**src/design/ptw_pkg.sv**
```systemverilog
`default_nettype none

package ptw_pkg;

  // Descriptor store geometry. The depth must be a power of two so that the
  // word index is a plain slice of the byte address.
  localparam int unsigned STORE_WORDS = 16384;
  localparam int unsigned IDX_W       = $clog2(STORE_WORDS);

  // Queue between the front and the back.
  localparam int unsigned QUEUE_DEPTH = 2;
  localparam int unsigned QPTR_W      = $clog2(QUEUE_DEPTH);
  localparam int unsigned QCNT_W      = $clog2(QUEUE_DEPTH + 1);

  // Item modes.
  localparam logic MODE_WRITE = 1'b0;
  localparam logic MODE_WALK  = 1'b1;

  // Descriptor type codes in bits [1:0].
  localparam logic [1:0] DESC_FAULT = 2'd0;
  localparam logic [1:0] L1_COARSE  = 2'd1;
  localparam logic [1:0] L1_SECTION = 2'd2;
  localparam logic [1:0] L2_LARGE   = 2'd1;
  localparam logic [1:0] L2_SMALL   = 2'd2;
  localparam logic [1:0] DESC_PASS  = 2'd3;

  // Result outcome codes.
  typedef enum logic [2:0] {
    OUT_SECTION = 3'd0,
    OUT_LARGE   = 3'd1,
    OUT_SMALL   = 3'd2,
    OUT_FAULT   = 3'd3,
    OUT_PASS    = 3'd4
  } outcome_e;

  // Walk engine states.
  typedef enum logic [2:0] {
    ST_IDLE = 3'b001,
    ST_L1   = 3'b010,
    ST_L2   = 3'b100
  } walk_state_e;

  // One queued item: a store write or a walk with its first-level index.
  // For a write, word holds the descriptor; for a walk, the virtual address.
  typedef struct packed {
    logic             walk;
    logic [IDX_W-1:0] idx;
    logic [31:0]      word;
  } ptw_entry_t;

  // Handshake between the queue and the back.
  typedef struct packed {
    logic       avail;
    ptw_entry_t head;
  } ptw_qhead_t;

endpackage

`default_nettype wire

```
**src/design/ptw_queue.sv**
```systemverilog
`default_nettype none

module ptw_queue
  import ptw_pkg::*;
(
  input  wire logic        clk_i,
  input  wire logic        rst_ni,
  input  wire logic        push_i,
  input  wire ptw_entry_t  entry_i,
  output logic             full_o,
  input  wire logic        pop_i,
  output ptw_qhead_t       head_o
);

  ptw_entry_t        slot_q [QUEUE_DEPTH];
  logic [QPTR_W-1:0] wr_ptr_q, wr_ptr_d;
  logic [QPTR_W-1:0] rd_ptr_q, rd_ptr_d;
  logic [QCNT_W-1:0] count_q, count_d;
  logic              do_push;
  logic              do_pop;

  assign full_o  = (count_q == QCNT_W'(QUEUE_DEPTH));
  assign do_push = push_i && !full_o;
  assign do_pop  = pop_i && (count_q != '0);

  assign head_o.avail = (count_q != '0);
  assign head_o.head  = slot_q[rd_ptr_q];

  // Pointer and fill count updates.
  always_comb begin
    wr_ptr_d = wr_ptr_q;
    rd_ptr_d = rd_ptr_q;
    count_d  = count_q;
    if (do_push) begin
      wr_ptr_d = (wr_ptr_q == QPTR_W'(QUEUE_DEPTH - 1)) ? '0 : wr_ptr_q + 1'b1;
    end
    if (do_pop) begin
      rd_ptr_d = (rd_ptr_q == QPTR_W'(QUEUE_DEPTH - 1)) ? '0 : rd_ptr_q + 1'b1;
    end
    if (do_push && !do_pop) begin
      count_d = count_q + 1'b1;
    end else if (do_pop && !do_push) begin
      count_d = count_q - 1'b1;
    end
  end

  always_ff @(posedge clk_i or negedge rst_ni) begin
    if (!rst_ni) begin
      wr_ptr_q <= '0;
      rd_ptr_q <= '0;
      count_q  <= '0;
    end else begin
      wr_ptr_q <= wr_ptr_d;
      rd_ptr_q <= rd_ptr_d;
      count_q  <= count_d;
    end
  end

  // Queue storage.
  always_ff @(posedge clk_i) begin
    if (do_push) begin
      slot_q[wr_ptr_q] <= entry_i;
    end
  end

endmodule

`default_nettype wire

```
**config.mk**
```make
export PLATFORM = sky130hd
export DESIGN_NAME = ptw_queue
export DESIGN_NICKNAME = d
export VERILOG_FILES = /design/src/design/ptw_pkg.sv /design/src/design/ptw_queue.sv
export SDC_FILE = /design/constraint.sdc
export NUM_CORES = 1
export LEC_CHECK = 0
export ABC_AREA = 1
export BUFFER_PORTS_ARGS = -buffer_cell sky130_fd_sc_hd__clkbuf_2
export CORE_ASPECT_RATIO = 1.1
export CORE_MARGIN = 2
export CORE_UTILIZATION = 31
export DETAILED_ROUTE_END_ITERATION = 10
export PLACE_DENSITY = 0.62
export SYNTH_ARGS = -nofsm -noshare
export SYNTH_HDL_FRONTEND = slang
export SYNTH_SLANG_ARGS = --single-unit
```
**constraint.sdc**
```tcl
create_clock -name clk_i -period 3.3 [get_ports clk_i]
set_input_delay 0.33 -clock clk_i [delete_from_list [all_inputs] [get_ports clk_i]]
set_output_delay 0.33 -clock clk_i [all_outputs]
set_load 0.01 [all_outputs]
```
; Yosys cells after proc, flatten, opt, wreduce, memory -nomap -nowiden
; Memory sizes are Yosys's and may differ from the RTL's.
; Index checks and enable logic that the tools add are counted.
[totals]
regBits = 4
ram_bits = 94
in_bits = 51
out_inout_bits = 49
wordCells = 24
memories = 1
[op_classes]
addsub = 4
eq_ne = 1
mux = 6
n_reduce_logical = 9
[memory_table]
columns = memory, depth, width, read_ports, rd_clocked_by_memory_dff, wr, line
row1 = slot_q, 2, 47, 1, 0, 1, ptw_queue.sv:15  ; ptw_entry_t slot_q [QUEUE_DEPTH];
[ops]
columns = operator, count
row1 = 1-bit logical AND, 4
row2 = 1-bit two-way mux, 4
row3 = 2-bit two-way mux, 2
row4 = 2-bit nonzero test, 2
row5 = 1-bit logical NOT, 3
row6 = 1-bit adder (second input constant), 2
row7 = 2-bit by 1-bit adder with 2-bit output (second input constant), 1
row8 = 2-bit == test (second input constant), 1
row9 = 2-bit by 1-bit subtractor with 2-bit output (second input constant), 1

; Longest topological paths before layout
[logic_depth]
depth_word = 7
mapped_depth = 9
ltp_nobuf = 9

; Worst setup path after synthesis
; Ideal clock, no wire load.
[synth_timing]
path_kind = flip-flop to flip-flop
start = register count_q[1]
end = memory slot_q[1][0] (netlist name), enable pin
setup_time_ps = 452
arrival_ps = 2532
t_required_ps = 2848
setup_slack_ps = 317
path_stages_with_launch = 4
path_buffers = 0
period_less_slack_ps = 2983
path_cell_list = dfrtp_1 -> inv_1 -> o21ai_0 -> nor2_1
[synth_between]
elab_chain_cells = 5
[synth_rtl]
columns = element, line
row1 = "start, declared", ptw_queue.sv:18  ; logic [QCNT_W-1:0] count_q, count_d;
row2 = "start signal, assigned", ptw_queue.sv:55  ; count_q <= count_d;
row3 = 2-bit == test, ptw_queue.sv:22  ; assign full_o = (count_q == QCNT_W'(QUEUE_DEPTH));
row4 = 1-bit logical NOT, ptw_queue.sv:23  ; assign do_push = push_i && !full_o;
row5 = 1-bit logical AND, ptw_queue.sv:23
row6 = 1-bit two-way mux, ptw_queue.sv:61  ; if (do_push) begin
row7 = 1-bit two-way mux (implied by the code), ptw_queue.sv:62  ; slot_q[wr_ptr_q] <= entry_i;
row8 = "end, declared", ptw_queue.sv:15
; Every way passes these cells.

==> out/results.ini <==
[run_status]
status=finished, final reports clean

[worst_setup_path]
critPathLaunchType=flop
endpoint_kind=output pin
required_ns=2.97
critical_path_class=reg -> out
ff2ff_setup_slack_ns=1.31
cp_max_fo=48
r2r_start=count_q[1]$_DFFE_PN0P_
reg2reg_depth=5
crit_arrival_ns=1.71
timing.rr.end=slot_q[0][4]$_DFFE_PP_

[timing]
maxSlewHeadroom=0.303
max_freq_mhz=490
fin_skew_ns=0.00452
setup_slack_ns=1.26
final.setup.tns_ns=0
fin_crit_sh=0.618
rsz0062_at_grt=no
drv_slew=0
setup_viol=0
period_needed_ns=2.04
finalHoldViolCount=0
worst_pin_slew_ns=1.04
holdWs_ns=0.186

[global_route]
grt_max_degree=49
grt_usage=0.111
grt_pass1_wl_um=10800
antenna_found_initial=0
grt_pass1_vias=2247
gr-total-overflow=0

[final_layout]
drive_above_1_share=0.306
antenna-diode-count=0
fin_nets=432
syn_to_final_growth_pct=26.2
layoutNonFillerInstCount=535

[yosys]
ys_seq_area_frac=0.804
syn-cell-area_mm2=0.00364
syn_inst=277
syn-num-nets=329
ys_seq_elements=98
synth_cell_type_count=13
yosysWarnings=0
syn_area_per_cell_um2=13.1

[cts]
clock_latency_ns=0.33
postCtsResizedCells=0
cts_tree=yes
htreeDepth=3
root_buffer=clkbuf_16
numCtsBuffers=9
clk_pin_slew_ns=0.06
clk_path_buf_depth=2
clock_sinks=98

[floorplan]
die_w_um=107
die-area_mm2=0.0126
start_util=0.318
pin_count=100
fp-row-count=41
fp.coreArea_mm2=0.0114
die_y_um=118

[worst_hold_path]
holdPathStages=1
worstHoldStart=entry_i[21]
min_to=slot_q[1][21]$_DFFE_PP_
hold_path_class=in -> reg

[route]
drtIter0Drc=133
routed_wl_um=6730
ant_nets=0
avgViaCountPerCell=4.25
num_vias=2272
dr.pass1.iters=4
route.detailed.drc=0
detail_route.wl_per_cell_um=12.6

[placed_design]
dp_hpwl_um=4260
gp_congestion=0.741
placed_cells=518
portBuffers=99
pre_cts_ws_ns=1.28

[power]
ir_drop_mv=0.309
p_total_mw=4.04
power_leakage_nw=2.00
p_per_area_mw_per_mm2=880

[job]
maxCapViolCount=0

metal layers:
metal | vias to the layer above | GRT usage | share of wire
met5 | - | 0 | 0
met4 | 0 | 0.0438 | 0.013
met3 | 10 | 0.0349 | 0.058
met2 | 71 | 0.194 | 0.51
met1 | 1062 | 0.124 | 0.42
li1 | 1129 | - | -
registers in the layout, summed over array words and instances, names as in the netlist:
name      cells
count_q       2
rd_ptr_q      1
slot_q       94
wr_ptr_q      1
cells in the mapped netlist:
cell type,instances,area share
nand3_1,2,0.0028
nor2_1,3,0.0031
inv_2,1,0.0010
buf_2,6,0.0083
dfrtp_1,4,0.028
o21ai_0,1,0.0014
inv_1,7,0.0072
ha_1,1,0.0034
buf_4,4,0.0083
nand2_1,152,0.16
edfxtp_1,94,0.78
nand4_1,1,0.0017
xnor2_1,1,0.0024
timing repair:
| item | 4_1_cts | 5_1_grt |
|---|---|---|
| hold endpoints to repair | 4 | 0 |
| buffers inserted | 0 | 0 |
| hold buffers | 1 | 0 |
worst max-delay path, cell delays in order, from the launching register on:
cell and delay [ns]:
dfrtp_2 0.40, inv_2 0.60, nand2_1 0.13, nand2_1 0.11, clkbuf_2 0.13
how the worst max path moves through the flow:
stage / startpoint / endpoint / slack, ns
2_1_floorplan: count_q[1]$_DFFE_PN0P_ / slot_q[1][0]$_DFFE_PP_ / 0.32
3_3_place_gp: count_q[1]$_DFFE_PN0P_ / slot_q[0][6]$_DFFE_PP_ / 1.41
3_5_place_dp: count_q[1]$_DFFE_PN0P_ / slot_q[0][12]$_DFFE_PP_ / 1.28
4_1_cts: rd_ptr_q$_DFFE_PN0P_ / head_o[3] / 1.20
5_1_grt: rd_ptr_q$_DFFE_PN0P_ / head_o[40] / 1.05
6_report: rd_ptr_q$_DFFE_PN0P_ / head_o[3] / 1.26
cells by family after synthesis:
group / synth area share
and+or+nand+nor: 0.164
DFF: 0.804
buffers and inverters: 0.0248
AOI/OAI and AO/OA: 0.00137
xor gates and xnor gates: 0.00241
adders and majority gates: 0.00344
report_power, final:
group	switching [mW]	internal (mW)	total [mW]
logic	0.868	0.415	1.28
clock network	0.409	0.578	0.987
registers	0.0698	1.70	1.77
cell usage in the layout, fill, tap and decap left out, drive strengths merged:
cell type and instances:
nand2 152, clkbuf 108, edfxtp 94, inv 8
clkinv 6, dfrtp 4, nor2 3, nand3 2
buf 2, o21ai 1, xnor2 1, nand4 1
ha 1, bufinv 1, dlygate4sd3 1
stage by stage:
stage / util / cell area (µm²)
after floorplan: - / 3640
after global placement: 0.376 / 4300
after detailed placement: 0.376 / 4300
after CTS: 0.401 / 4590
after global routing: 0.401 / 4590
final: 0.401 / 4590
layout make-up:
class	instances	area, µm²
sequential	98	2920
timing repair buffer	102	533
multi-input combinational	161	632
clock buffer	9	225
fill	1082	6850
inverter	8	30.0
tap	150	188
clock inverter	7	60.1
Note: power is estimated with default switching activity, not from simulation.
