<file path="src/design/ptw_pkg.sv">
`default_nettype none

package ptw_pkg;

  // Descriptor store geometry. The depth must be a power of two so that the
  // word index is a plain slice of the byte address.
  localparam int unsigned STORE_WORDS = 16384;
  localparam int unsigned IDX_W       = $clog2(STORE_WORDS);

  // Queue between the front and the back.
  localparam int unsigned QUEUE_DEPTH = 2;
  localparam int unsigned QPTR_W      = $clog2(QUEUE_DEPTH);
  localparam int unsigned QCNT_W      = $clog2(QUEUE_DEPTH + 1);

  // Item modes.
  localparam logic MODE_WRITE = 1'b0;
  localparam logic MODE_WALK  = 1'b1;

  // Descriptor type codes in bits [1:0].
  localparam logic [1:0] DESC_FAULT = 2'd0;
  localparam logic [1:0] L1_COARSE  = 2'd1;
  localparam logic [1:0] L1_SECTION = 2'd2;
  localparam logic [1:0] L2_LARGE   = 2'd1;
  localparam logic [1:0] L2_SMALL   = 2'd2;
  localparam logic [1:0] DESC_PASS  = 2'd3;

  // Result outcome codes.
  typedef enum logic [2:0] {
    OUT_SECTION = 3'd0,
    OUT_LARGE   = 3'd1,
    OUT_SMALL   = 3'd2,
    OUT_FAULT   = 3'd3,
    OUT_PASS    = 3'd4
  } outcome_e;

  // Walk engine states.
  typedef enum logic [2:0] {
    ST_IDLE = 3'b001,
    ST_L1   = 3'b010,
    ST_L2   = 3'b100
  } walk_state_e;

  // One queued item: a store write or a walk with its first-level index.
  // For a write, word holds the descriptor; for a walk, the virtual address.
  typedef struct packed {
    logic             walk;
    logic [IDX_W-1:0] idx;
    logic [31:0]      word;
  } ptw_entry_t;

  // Handshake between the queue and the back.
  typedef struct packed {
    logic       avail;
    ptw_entry_t head;
  } ptw_qhead_t;

endpackage

`default_nettype wire

</file>
<file path="src/design/ptw_front.sv">
`default_nettype none

module ptw_front
  import ptw_pkg::*;
(
  input  wire logic        clk_i,
  input  wire logic        rst_ni,
  input  wire logic        cfg_valid_i,
  input  wire logic [31:0] cfg_data_i,
  input  wire logic        in_valid_i,
  input  wire logic        mode_i,
  input  wire logic [31:0] address_i,
  input  wire logic [31:0] data_i,
  input  wire logic        q_full_i,
  output logic             q_push_o,
  output ptw_entry_t       q_entry_o
);

  logic [31:0] table_base_q;
  logic [31:0] l1_byte;

  // Translation table base register.
  always_ff @(posedge clk_i or negedge rst_ni) begin
    if (!rst_ni) begin
      table_base_q <= '0;
    end else if (cfg_valid_i) begin
      table_base_q <= cfg_data_i;
    end
  end

  // First-level descriptor address, with 32-bit wrap.
  assign l1_byte = table_base_q + {18'd0, address_i[31:20], 2'b00};

  // Classify the item and hand it to the queue.
  always_comb begin
    q_entry_o.walk = (mode_i == MODE_WALK);
    if (mode_i == MODE_WALK) begin
      q_entry_o.idx  = l1_byte[IDX_W+1:2];
      q_entry_o.word = address_i;
    end else begin
      q_entry_o.idx  = address_i[IDX_W+1:2];
      q_entry_o.word = data_i;
    end
  end

  assign q_push_o = in_valid_i && !q_full_i;

endmodule

`default_nettype wire

</file>
<file path="config.mk">
export PLATFORM = sky130hd
export DESIGN_NAME = ptw_front
export DESIGN_NICKNAME = d
export VERILOG_FILES = /design/src/design/ptw_pkg.sv /design/src/design/ptw_front.sv
export SDC_FILE = /design/constraint.sdc
export NUM_CORES = 1
export LEC_CHECK = 0
export BUFFER_PORTS_ARGS = -buffer_cell sky130_fd_sc_hd__buf_2
export CORE_UTILIZATION = 35
export CTS_BUF_LIST = sky130_fd_sc_hd__clkbuf_16
export DETAILED_ROUTE_END_ITERATION = 6
export PLACE_DENSITY = 0.8
export SYNTH_ARGS = -nofsm -noshare
export SYNTH_HDL_FRONTEND = slang
export SYNTH_SLANG_ARGS = --single-unit
</file>
<file path="constraint.sdc">
create_clock -name clk_i -period 2.5 [get_ports clk_i]
set_input_delay 0.5 -clock clk_i [delete_from_list [all_inputs] [get_ports clk_i]]
set_output_delay 0.5 -clock clk_i [all_outputs]
set_load 0.01 [all_outputs]
</file>
## Word level (Yosys, flattened, before mapping)

Cells that the tools add are included.

- Bits in registers: 16
- Bits of input ports: 102
- Word-level logic and storage cells: 5

- $add $sub $neg: 1
- Muxes and demuxes: 1
- Reductions and logical operators: 2

Operator list:

| kind | number |
|---|---|
| 46-bit two-way mux | 1 |
| 16-bit by 14-bit adder with 16-bit output | 1 |
| 1-bit logical AND | 1 |
| 1-bit zero test | 1 |

## Logic depth before layout (Yosys ltp)

Gate-level depths: netlist (run 1).

- Depth in word-level cells: 2
- Depth in mapped cells: 7
- Mapped depth without buffers: 7

## Worst setup path after synthesis (run 1)

OpenSTA, ideal clock, no wires.

- Path type: input to output
- Start point: in address_i[20]
- End point: out q_entry_o[42] (netlist name)
- Arrival: 2240 ps
- Data required time: 2000 ps
- Path slack: -240 ps
- Stages: 6
- Buffers on the path: 0
- Cell sequence: ha_1 -> fa_1 -> a211oi_2 -> o21a_1 -> o21ai_0 -> o311ai_0

RTL lines:

| what | RTL line | text |
|---|---|---|
| start: declaration | ptw_front.sv:12 | `input wire logic [31:0] address_i,` |
| end: declaration | ptw_front.sv:16 | `output ptw_entry_t q_entry_o` |

==> metrics.yaml, run 1 <==
outcome:
  outcome: "finished, violations left"
  violations: "setup timing"
critical_path:
  crit_chain: "ha_4 > fa_2 > a211oi_4 > o21a_1 > o31ai_2 > xor2_1 > mux2_4 > buf_6"
  start_kind: "flop"
  timing.critical_path.arrival_ns: 2.28
  timing.critical_path.fanout_max: 3
  crit_type: "flop to primary output"
  critPathRequiredTime_ns: 2.00
  worstSetupEndpointType: "primary output"
  critPathMaxStageDelay_ns: 0.42
  cp_slowest_cell: "sky130_fd_sc_hd__dfrtp_1"
clock_network:
  cts.path.max_buffers: 2
  numCtsBuffers: 3
  clkSlewWorstSetupHoldPaths_ns: 0.04
  cts.sinks: 14
  clock-root-buffer: "sky130_fd_sc_hd__clkbuf_16"
  tritoncts: "done"
  clkLatencyLatePin_ns: 0.24
  hold_buffers: 0
  h-tree-depth: 1
synthesis:
  avgSynthCellArea_sq_um: 9.54
  yosys_warnings: 0
  syn-num-nets: 297
  ys_ff_latch: 14
  postSynth.asyncResetShare: 1.00
  dominantRegCellSynth: "sky130_fd_sc_hd__dfrtp_1"
  netlist_area_sq_um: 1740
  synth_seq_area_share: 0.202
  synth-edff-count: 0
  synthesis.instances: 182
  synth_cell_type_count: 42
route:
  wl_per_cell_um: 14.7
  route.final.wire_length_um: 5880
  detail_route.iter0.violations: 99
  routed_vias_inst: 5.15
  antenna_violating_nets_post_route: 0
  drc: 0
  detailroute.via_count: 2053
  count_of_tritonroute_iterations_in_the_first_routing_pass: 4
floorplan:
  floorplan.io_pins: 150
  die-area_sq_um: 5250
  row_count: 25
  chipHeight_um: 72.4
  fp.dieW_um: 72.4
  core_sq_um: 4750
  initial_utilization: 0.365
global_routing:
  groute.usage.overall: 0.199
  grt_max_degree: 27
  grt_overflow: 0
  antenna_found_initial: 0
  first_global_vias: 1866
  grt_pass1_wl_um: 8250
timing:
  setup-tns-final_ns: -1.81
  rsz0062_at_grt: "true"
  final_max_slew_viol_count: 0
  fin_skew_ns: 0
  share_of_the_clock_period_used_by_the_worst_path_after_layout: 1.11
  max_freq_mhz: 360
  period_needed_ns: 2.78
  worst_slew_slack_as_a_fraction_of_its_limit: 0.727
  final-setup-viol-count: 11
  final_critical_path_setup_slack_ns: -0.276
  worst_slew_pin_slew_ns: 0.400
  timing_hold_violations_final: 0
power_and_ir_drop:
  power.density_nw_per_um2: 457
  power_leakage_nw: 1.40
  report.power.total_w: 0.00133
  vdd.ir_drop.worst_v: 0.000482
placement:
  io_buffer_count: 131
  dp.final_hpwl_um: 4360
  gpl.final_weighted_congestion: 0.821
job:
  max_cap_viol_count: 0
layout:
  antenna_cells: 0
  layout.nets: 448
  layout_commonest_cell: "sky130_fd_sc_hd__buf_2"
  post_route_core_utilization: 0.614
  max_flop_register: "table_base_q"
  layout_common_cells: "sky130_fd_sc_hd__buf_2 (125), sky130_fd_sc_hd__mux2_2 (47), sky130_fd_sc_hd__buf_4 (21)"
  area_growth_syn_to_layout_pct: 68.2
  post_route_cells_drive_above_1_share: 0.714
  layout_top_registers: "table_base_q x14"
  largest_register_ff_count: 14
hold_path:
  holdCritPathClass: "primary input to async pin"
[Yosys cell counts, types with 3 or more instances]
cell type                  count  area, sq um
sky130_fd_sc_hd__o21ai_0       8         40.0
sky130_fd_sc_hd__ha_1         12          150
sky130_fd_sc_hd__nor2b_1       3         18.8
sky130_fd_sc_hd__dfrtp_1      14          350
sky130_fd_sc_hd__xnor2_1       5         43.8
sky130_fd_sc_hd__nand2_1       9         33.8
sky130_fd_sc_hd__nand3_1       4         20.0
sky130_fd_sc_hd__nor2_1        9         33.8
sky130_fd_sc_hd__a21oi_1      10         50.1
sky130_fd_sc_hd__nor3_1        4         20.0
sky130_fd_sc_hd__mux2_2       53          597
sky130_fd_sc_hd__buf_2         7         35.0
sky130_fd_sc_hd__inv_1         6         22.5
sky130_fd_sc_hd__a221oi_1      3         26.3
[report_power, final]
group	total (W)	internal (W)	switching (W)
sequential	0.000274	0.000250	0.0000236
combinational	0.000767	0.000417	0.000350
clock	0.000293	0.000211	0.0000826
total	0.00133	0.000878	0.000457
[repair_timing]
item | in CTS | in global routing
buffers inserted | 7 | 3
endpoints found under the setup margin | 10 | 11
pin swaps | 9 | 8
resized for setup | 10 | 35
[metrics by stage]
step / cell area, sq um / std cells / setup slack (ns) / hold WS (ns)
floorplan: 1750 / 182 / 0.00701 / 0.204
global placement: 2560 / 386 / -0.273 / 0.401
detailed placement: 2560 / 386 / -0.290 / 0.416
CTS: 2730 / 397 / -0.234 / 0.162
global route: 2920 / 399 / -0.333 / 0.180
finish: 2920 / 399 / -0.276 / 0.155
[layout make-up]
type,instances,area [sq um]
clock inverters,1,3.75
fillers,427,1830
clock buffers,3,75.1
flip-flops and latches,14,352
multi-input cells,151,1490
well taps,67,83.8
inverters,7,26.3
repair buffers,156,896
[kinds of logic after synthesis]
logic type	count (synthesis)	synth area share
muxes	54	0.349
and+or+nand+nor	38	0.114
xor gates and xnor gates	7	0.0353
adders and majority gates	13	0.0980
DFF	14	0.202
AOI/OAI and AO/OA	39	0.158
buffers and inverters	17	0.0439
[critical path: cells and delay by family (launching register included)]
kind / cells / cell delay, ns
buf+inv: 1 / 0.12
fa+ha+maj: 2 / 0.56
xor+xnor: 1 / 0.14
mux: 1 / 0.27
compound gates: 3 / 0.52
flops: 1 / 0.42
[final timing paths]
check	end	slack (ns)	cells after the start	start
setup reg to reg	table_base_q[3]	1.54	2	table_base_q[3]
hold reg to reg	table_base_q[13]	0.51	1	table_base_q[13]
max in group asynchronous	table_base_q[3]	2.08	1	rst_ni
min in group clk_i	table_base_q[14]	0.47	3	cfg_data_i[14]
setup / recovery	q_entry_o[40]	-0.28	8	table_base_q[2]
hold / removal	table_base_q[12]	0.16	1	rst_ni
[routing by layer]
metal / GRT usage / share of wire
met1: 0.244 / 0.42
met3: 0.0264 / 0.055
met5: 0 / 0
met2: 0.366 / 0.52
met4: 0.0458 / 0.0078
No activity file was read; power rests on OpenSTA's default activity.
==> run 2, diff against run 1 <==
--- a/config.mk
+++ b/config.mk
@@ -5,11 +5,12 @@
 export SDC_FILE = /design/constraint.sdc
 export NUM_CORES = 1
 export LEC_CHECK = 0
+export ABC_AREA = 1
 export BUFFER_PORTS_ARGS = -buffer_cell sky130_fd_sc_hd__buf_2
 export CORE_UTILIZATION = 35
 export CTS_BUF_LIST = sky130_fd_sc_hd__clkbuf_16
 export DETAILED_ROUTE_END_ITERATION = 6
-export PLACE_DENSITY = 0.8
+export PLACE_DENSITY = 0.78
 export SYNTH_ARGS = -nofsm -noshare
 export SYNTH_HDL_FRONTEND = slang
 export SYNTH_SLANG_ARGS = --single-unit
==> run 2 against run 1 <==
  * The run now ends clean
  * Largest cell class unchanged
  * Non-clock buffer count is 21 lower
  * Final area down 9.1%
  * Count of clock-buffer cells in the layout unchanged
  * Die area increased by 5.4%
  * Flip-flop and latch count unchanged
  * Clock skew stayed put
  * Global-route usage is 1.3 points lower
==> metrics.yaml, run 2 <==
timing:
  timing_hold_violations_final: 0  # unchanged
  final-setup-viol-count: 0  # -11
  fin_skew_ns: 0  # unchanged
  worst_hold_slack_ns: 0.149  # -0.00587 ns
  setup-tns-final_ns: 0  # +1.81 ns
  worst_slew_slack_as_a_fraction_of_its_limit: 0.770  # +0.0433
  rsz0062_at_grt: "false"
  share_of_the_clock_period_used_by_the_worst_path_after_layout: 0.950  # -0.161
  max_freq_mhz: 421  # +17%
  final_max_slew_viol_count: 0  # unchanged
  period_needed_ns: 2.37  # -0.402 ns
  worst_slew_pin_slew_ns: 0.345  # -0.0546 ns
layout:
  largest_register_ff_count: 14  # unchanged
  layout_common_cells: "sky130_fd_sc_hd__nand2_1 (180), sky130_fd_sc_hd__buf_2 (131), sky130_fd_sc_hd__inv_1 (28)"
  layout_commonest_cell: "sky130_fd_sc_hd__nand2_1"
  area_growth_syn_to_layout_pct: 44.8
  max_flop_register: "table_base_q"
  antenna_cells: 0  # unchanged
  post_route_cells_drive_above_1_share: 0.373  # -0.341
  layout_top_registers: "table_base_q x14"
  layout.nets: 565  # +26%
clock_network:
  h-tree-depth: 1  # unchanged
  clock-root-buffer: "sky130_fd_sc_hd__clkbuf_16"
  postCtsResizedCells: 0  # -10
  cts.path.max_buffers: 2  # unchanged
  tritoncts: "done"
  clkSlewWorstSetupHoldPaths_ns: 0.04  # about the same
  cts.sinks: 14  # unchanged
  clkLatencyLatePin_ns: 0.24  # about the same
  numCtsBuffers: 3  # unchanged
  hold_buffers: 0  # unchanged
  cts_setup_buffers: 0  # -7
critical_path:
  worstReg2RegEnd: "table_base_q[3]"
  worstSetupEndpointType: "primary output"
  timing.critical_path.fanout_max: 3  # unchanged
  crit_chain: "ha_2 > fa_2 > nand3_1 > nand3_2 > nand2_1 > nand2_1 > xnor2_1 > o21ai_1 > buf_2"
  launch_point_of_the_worst_path: "table_base_q[2]"
  timing.critical_path.arrival_ns: 1.87  # -0.41 ns
  reg2reg_depth: 1  # -1
  most_used_cell_cp: "sky130_fd_sc_hd__nand2_1"
  critPathMaxStageDelay_ns: 0.38  # -0.04 ns
  start_kind: "flop"
  reg2reg_from: "table_base_q[3]"
  ff2ff_setup_slack_ns: 1.70  # +0.16 ns
  cp_slowest_cell: "sky130_fd_sc_hd__dfrtp_1"
  crit_type: "flop to primary output"
  worst_setup_path_endpoint: "q_entry_o[40]"
  critPathRequiredTime_ns: 2.00  # about the same
synthesis:
  avgSynthCellArea_sq_um: 5.67  # -41%
  netlist_area_sq_um: 1830  # +5.5%
  synth-edff-count: 0  # unchanged
  postSynth.asyncResetShare: 1.00  # unchanged
  ys_top_cells_by_area: "sky130_fd_sc_hd__nand2_1 (37%), sky130_fd_sc_hd__dfrtp_1 (19%), sky130_fd_sc_hd__ha_1 (8.2%), sky130_fd_sc_hd__mux2_2 (7.4%), sky130_fd_sc_hd__inv_1 (5.7%)"
  synth_top_cell_area_share: 0.369  # +0.0249
  synth_adder_area_share: 0.0928  # -0.00515
  post_synth_mux_area_share: 0.0737  # -0.276
  syn-num-nets: 438  # +47%
  synthesis.instances: 323  # +77%
  synthesized_area_fraction_occupied_by_ao_oa_aoi_and_oai_cells: 0.0437  # -0.114
  yosys_warnings: 0  # unchanged
  yosys.cell_count.top_type: "sky130_fd_sc_hd__nand2_1"
  synth_xor_area_frac: 0.0239  # -0.0114
  synth.largest_area_cell: "sky130_fd_sc_hd__nand2_1"
  synth_cell_type_count: 21  # -50%
  synth-simple-area-share: 0.480  # +0.366
  synth_seq_area_share: 0.191  # -0.0106
  ys_ff_latch: 14  # unchanged
  dominantRegCellSynth: "sky130_fd_sc_hd__dfrtp_1"
  synth.cells.most_frequent: "sky130_fd_sc_hd__nand2_1 (180), sky130_fd_sc_hd__inv_1 (28), sky130_fd_sc_hd__nand3_1 (18)"
  main_combinational_cell_family_by_area_after_synthesis: "simple AND/OR/NAND/NOR gates"
placement:
  io_buffer_count: 131  # unchanged
  dp.final_hpwl_um: 4470  # +2.6%
  gpl.final_weighted_congestion: 0.833  # +1.5%
floorplan:
  core_sq_um: 4880  # +2.6%
  die-area_sq_um: 5530  # +5.4%
  floorplan.io_pins: 150  # unchanged
  initial_utilization: 0.376  # +0.0104
  row_count: 25  # unchanged
  fp.dieW_um: 74.4  # +2.7%
  chipHeight_um: 74.4  # +2.7%
power_and_ir_drop:
  vdd.ir_drop.worst_v: 0.000320  # -34%
  power.density_nw_per_um2: 429  # -6.0%
  power_leakage_nw: 1.66  # +18%
route:
  detailroute.via_count: 2370  # +15%
  routed_vias_inst: 4.60  # -11%
  route.final.wire_length_um: 5350  # -9.1%
  wl_per_cell_um: 10.4  # -30%
  dr_wl_met2_um: 2440  # -20%
  detail_route.iter0.violations: 68  # -31%
  drt-met1-wl_um: 2430  # -1.6%
  count_of_tritonroute_iterations_in_the_first_routing_pass: 4  # unchanged
  antenna_violating_nets_post_route: 0  # unchanged
  drc: 0  # unchanged
  detailroute.wirelength.met3_um: 420  # +29%
  top_layer: "met4"
global_routing:
  grt_max_degree: 46  # +70%
  first_global_vias: 1964  # +5.3%
  antenna_found_initial: 0  # unchanged
  grt_pass1_wl_um: 7940  # -3.8%
  groute.usage.overall: 0.186  # -0.0130
  grt_overflow: 0  # unchanged
job:
  max_cap_viol_count: 0  # unchanged
outcome:
  outcome: "finished, final reports clean"
hold_path:
  holdCritPathClass: "primary input to async pin"
run 2: cell types whose count changed after synthesis, sizes merged, moves of 3 or more:
cell	before	now
mux2	53	12
nor3	4	0
nand3	5	18
a21oi	11	7
nand2	9	184
inv	6	30
a221oi	3	0
nor2	9	13
nor2b	3	0
clkbuf	2	7
run 2: logic make-up (layout without fill, tap and decap cells):
logic type                 count (synthesis)  after routing
and+or+nand+nor                          220            220
muxes                                     12             12
xor gates and xnor gates                   5              5
DFF                                       14             14
AOI/OAI and AO/OA                         16             16
buffers and inverters                     43            168
adders and majority gates                 13             13
run 2: through the flow:
step / std cells / utilization / area, sq um / power, W / setup slack (ns)
floorplan: 323 / - / 1830 / 0.000628 / 0.213
finish: 515 / 0.544 / 2660 / 0.00114 / 0.126
global route: 515 / 0.544 / 2660 / 0.00124 / 0.00130
global placement: 512 / 0.523 / 2550 / 0.000833 / 0.0276
detailed placement: 512 / 0.523 / 2550 / 0.000845 / 0.0176
CTS: 515 / 0.539 / 2630 / 0.00115 / 0.00841
run 2: metal layers:
layer | vias to the layer above | GRT usage
li1 | 1249 | -
met1 | 1014 | 0.217
met2 | 102 | 0.354
met3 | 5 | 0.0190
met4 | 0 | 0.0524
met5 | - | 0
run 2: worst min path at each step:
stage,startpoint,end,cells after the start
6_report,rst_ni,table_base_q[12],1
3_5_place_dp,rst_ni,table_base_q[11],1
5_1_grt,rst_ni,table_base_q[12],1
3_3_place_gp,rst_ni,table_base_q[12],1
2_1_floorplan,rst_ni,table_base_q[10],0
4_1_cts,rst_ni,table_base_q[11],1
run 2: cell type report:
cell class | instances | area, sq um
Clock buffer | 3 | 75.1
Fill cell | 515 | 2220
Inverter | 30 | 113
Multi-Input combinational cell | 266 | 1340
Sequential cell | 14 | 350
Tap cell | 67 | 83.8
Timing Repair Buffer | 135 | 698
run 2: power breakdown:
group / internal, W / switching [W] / total, W / leakage [nW]
logic: 0.000255 / 0.000327 / 0.000582 / 1.45
clock network: 0.000209 / 0.0000850 / 0.000294 / 0.0370
registers: 0.000250 / 0.0000140 / 0.000264 / 0.165
total: 0.000714 / 0.000426 / 0.00114 / 1.66
run 2: critical path: cells and delay by family (launching register included):
kind | cells | cell delay [ns]
flops | 1 | 0.38
fa+ha+maj | 2 | 0.53
simple gates | 4 | 0.35
compound gates | 1 | 0.11
xor+xnor | 1 | 0.13
buf+inv | 1 | 0.14
